### src/rtl/dlcbf_ram.sv
// Generic single-port-write, single-port-read RAM with registered read.
`default_nettype none
module dlcbf_ram #(
    parameter int WIDTH = 8,
    parameter int DEPTH = 16
) (
    input  wire logic                     i_clk,
    input  wire logic                     i_we,
    input  wire logic [$clog2(DEPTH)-1:0] i_waddr,
    input  wire logic [WIDTH-1:0]         i_wdata,
    input  wire logic [$clog2(DEPTH)-1:0] i_raddr,
    output logic      [WIDTH-1:0]         o_rdata
);
    logic [WIDTH-1:0] r_mem [DEPTH];

    always_ff @(posedge i_clk) begin
        if (i_we) begin
            r_mem[i_waddr] <= i_wdata;
        end
        o_rdata <= r_mem[i_raddr];
    end
endmodule
`default_nettype wire

### config.mk
export PLATFORM = sky130hd
export DESIGN_NAME = dlcbf_ram
export DESIGN_NICKNAME = d
export VERILOG_FILES = /design/src/rtl/dlcbf_ram.sv
export SDC_FILE = /design/constraint.sdc
export NUM_CORES = 1
export LEC_CHECK = 0
export BUFFER_PORTS_ARGS = -buffer_cell sky130_fd_sc_hd__buf_4
export CORE_MARGIN = 1
export CORE_UTILIZATION = 60
export DETAILED_ROUTE_END_ITERATION = 8
export PLACE_DENSITY_LB_ADDON = 0.12
export SLEW_MARGIN = 5
export SYNTH_ARGS = -nofsm -noshare
export SYNTH_HDL_FRONTEND = slang
export SYNTH_SLANG_ARGS = --single-unit
### constraint.sdc
create_clock -name i_clk -period 2.4 [get_ports i_clk]
set_clock_uncertainty 0.05 [all_clocks]
set_input_delay 0.48 -clock i_clk [delete_from_list [all_inputs] [get_ports i_clk]]
set_output_delay 0.48 -clock i_clk [all_outputs]
set_load 0.005 [all_outputs]
==> results.py <==
metrics = {
    "synth": {
        "ys_seq_area_frac": 0.778,
        "synth.distinct_cells": 19,
        "synth-main-ff-cell": "edfxtp_1",
        "yosys.area.top_type": "edfxtp_1",
        "yosysMostFrequentCell": "edfxtp_1",
        "async_flop_share": 0,
        "synth_top_area_frac": 0.747,
        "syn_nets": 247,
        "synth_area_leaders": "edfxtp_1 75%, mux4_2 7.9%, mux4_1 7.1%, dfxtp_1 3.1%, a22oi_1 2.3%",
        "netlist_instances": 229,
        "synth-edff-count": 128,
        "synth_commonest_cells": "128 x edfxtp_1, 18 x mux4_2, 16 x a22oi_1",
        "syn_area_sq_um": 5150,
        "syn_area_per_cell_sq_um": 22.5,
        "synth-seq-cells": 136,
        "yosys_warnings": 0,
    },
    "layout": {
        "seq_area_sq_um": 4000,
        "multi_input_area_sq_um": 1060,
        "diodes": 0,
        "area_growth_pct": 18.6,
        "final_cells": 400,
        "fill_cells": 488,
        "drive_gt1_frac": 0.319,
        "final_net_count": 300,
        "fin_util": 0.739,
    },
    "placement": {
        "dp_hpwl_mm": 5.69,
        "gp_congestion": 0.746,
        "dp.cells": 368,
        "port_buffers": 25,
    },
    "detailed_routing": {
        "finalWirelength_mm": 9.86,
        "via_count": 2474,
        "drt_iter0_drc": 118,
        "wl_per_cell_um": 24.7,
        "route.detailed.drc": 0,
        "final_antenna_net_count": 0,
        "dr.pass1.iters": 4,
        "vias_per_cell": 6.19,
    },
    "critical_path": {
        "cp_data_required_time_ns": 1.87,
        "cp_max_fo": 1,
        "cp-start-kind": "flip-flop",
        "worst-path-buf-inv": 1,
        "slowest_stage": "dfxtp_1",
        "crit_family": "flip-flops",
        "cp.depth": 1,
        "crit_type": "flip-flop to output pin",
        "crit_arrival_ns": 0.97,
        "ff2ff_path_depth": 3,
        "slowest_delay_ns": 0.35,
        "path_cells": "buf_4",
        "crit_path_end_kind": "output pin",
    },
    "cts": {
        "cts_resized": 0,
        "cts_hold_buffers": 0,
        "htree_levels": 4,
        "clkTransAtPathRegs_ns": 0.06,
        "cts_tree": "built",
        "cts_max_path_buffers": 2,
        "cts_made_buffers": 17,
        "postCtsSetupBuffers": 0,
        "insertion_delay_ns": 0.51,
        "numClockSinks": 136,
        "cts-root-buf": "clkbuf_8",
    },
    "timing": {
        "setup_tns_ns": 0,
        "worst_pin_slew_ns": 0.738,
        "fin_crit_ns": 1.50,
        "rsz0062_at_grt": "false",
        "slew_headroom": 0.506,
        "slew_viol_final": 0,
        "post-route-period-util": 0.626,
        "setup_viol": 0,
        "finalHoldViolCount": 0,
        "fmax_mhz": 666,
        "hold_slack_ns": 0.231,
    },
    "hold_path": {
        "hp-class": "primary input to flip-flop",
        "holdPathStages": 1,
    },
    "floorplan": {
        "start_util": 0.623,
        "core_area_sq_um": 8260,
        "rows": 33,
        "top_level_ports": 26,
        "chipWidth_um": 94.6,
        "dieArea_sq_um": 8950,
        "die_h_um": 94.6,
    },
    "global_routing": {
        "grt_overflow_total": 0,
        "grt_max_degree": 33,
        "antenna_found_initial": 0,
        "grt_usage": 0.246,
        "grt_pass1_wl_mm": 14.7,
        "first_global_vias": 2504,
    },
    "pwr": {
        "powerDensity_nw_per_um2": 881,
        "p_leak_nw": 2.08,
        "ir_worst_vdd_v": 0.000593,
        "total_power_w": 0.00538,
    },
    "status": {
        "status": "complete, no violations",
    },
    "run": {
        "max_cap_viol_count": 0,
    },
}
## report_power, final
group / internal (W) / switching (W)
clock: 0.00148 / 0.000971
combinational: 0.000121 / 0.000131
sequential: 0.00266 / 0.0000192
total: 0.00426 / 0.00112
## layer usage
layer,share of wire,vias up,global-route usage
met1,0.43,1299,0.326
met4,0.0062,0,0.0884
met3,0.048,6,0.0660
met2,0.52,91,0.399
met5,0,-,0
li1,-,1078,-
## through the flow
step	setup WS (ns)	cell area, sq um
global route	0.816	6100
finish	0.898	6100
global placement	0.422	5540
CTS	0.881	6100
detailed placement	0.417	5540
floorplan	0.377	5150
## flip-flops by register name, indices dropped and copies added, names as in the netlist
name / count
o_rdata: 8
r_mem: 128
## cell usage in the layout, fill, tap and decap left out
cell type,n
nand3_1,1
dfxtp_1,8
nand2b_1,2
nor2b_1,1
and2b_1,1
clkbuf_1,1
and2_1,1
mux4_2,18
nand3b_1,2
clkinvlp_4,6
inv_6,2
or3b_2,1
edfxtp_1,128
clkinv_2,2
buf_12,1
nand2_1,9
nor2_1,13
clkbuf_8,1
a22oi_1,16
buf_4,43
nor3_1,4
bufinv_16,2
clkinv_4,2
mux4_1,14
clkbuf_16,16
## area by class of cell
class,count,share of cell area
multi-input combinational,83,0.173
sequential,136,0.656
tap,105,0.0215
timing repair buffer,44,0.0562
clock buffer,18,0.0685
clock inverter,14,0.0246
## worst paths after layout
check | start | to | slack, ns
hold / removal | i_wdata[6] | r_mem[12][6]$_DFFE_PP_ | 0.23
setup / recovery | o_rdata[4]$_DFF_P_ | o_rdata[4] | 0.90
setup reg to reg | r_mem[8][7]$_DFFE_PP_ | o_rdata[7]$_DFF_P_ | 0.99
hold reg to reg | r_mem[8][3]$_DFFE_PP_ | o_rdata[3]$_DFF_P_ | 0.64
## logic make-up after synthesis
kind of cell,synth area share
AOI/OAI and AO/OA,0.0233
DFF,0.778
muxes,0.150
and+or+nand+nor,0.0318
buffers and inverters,0.0168
(Power assumes the default switching activity.)
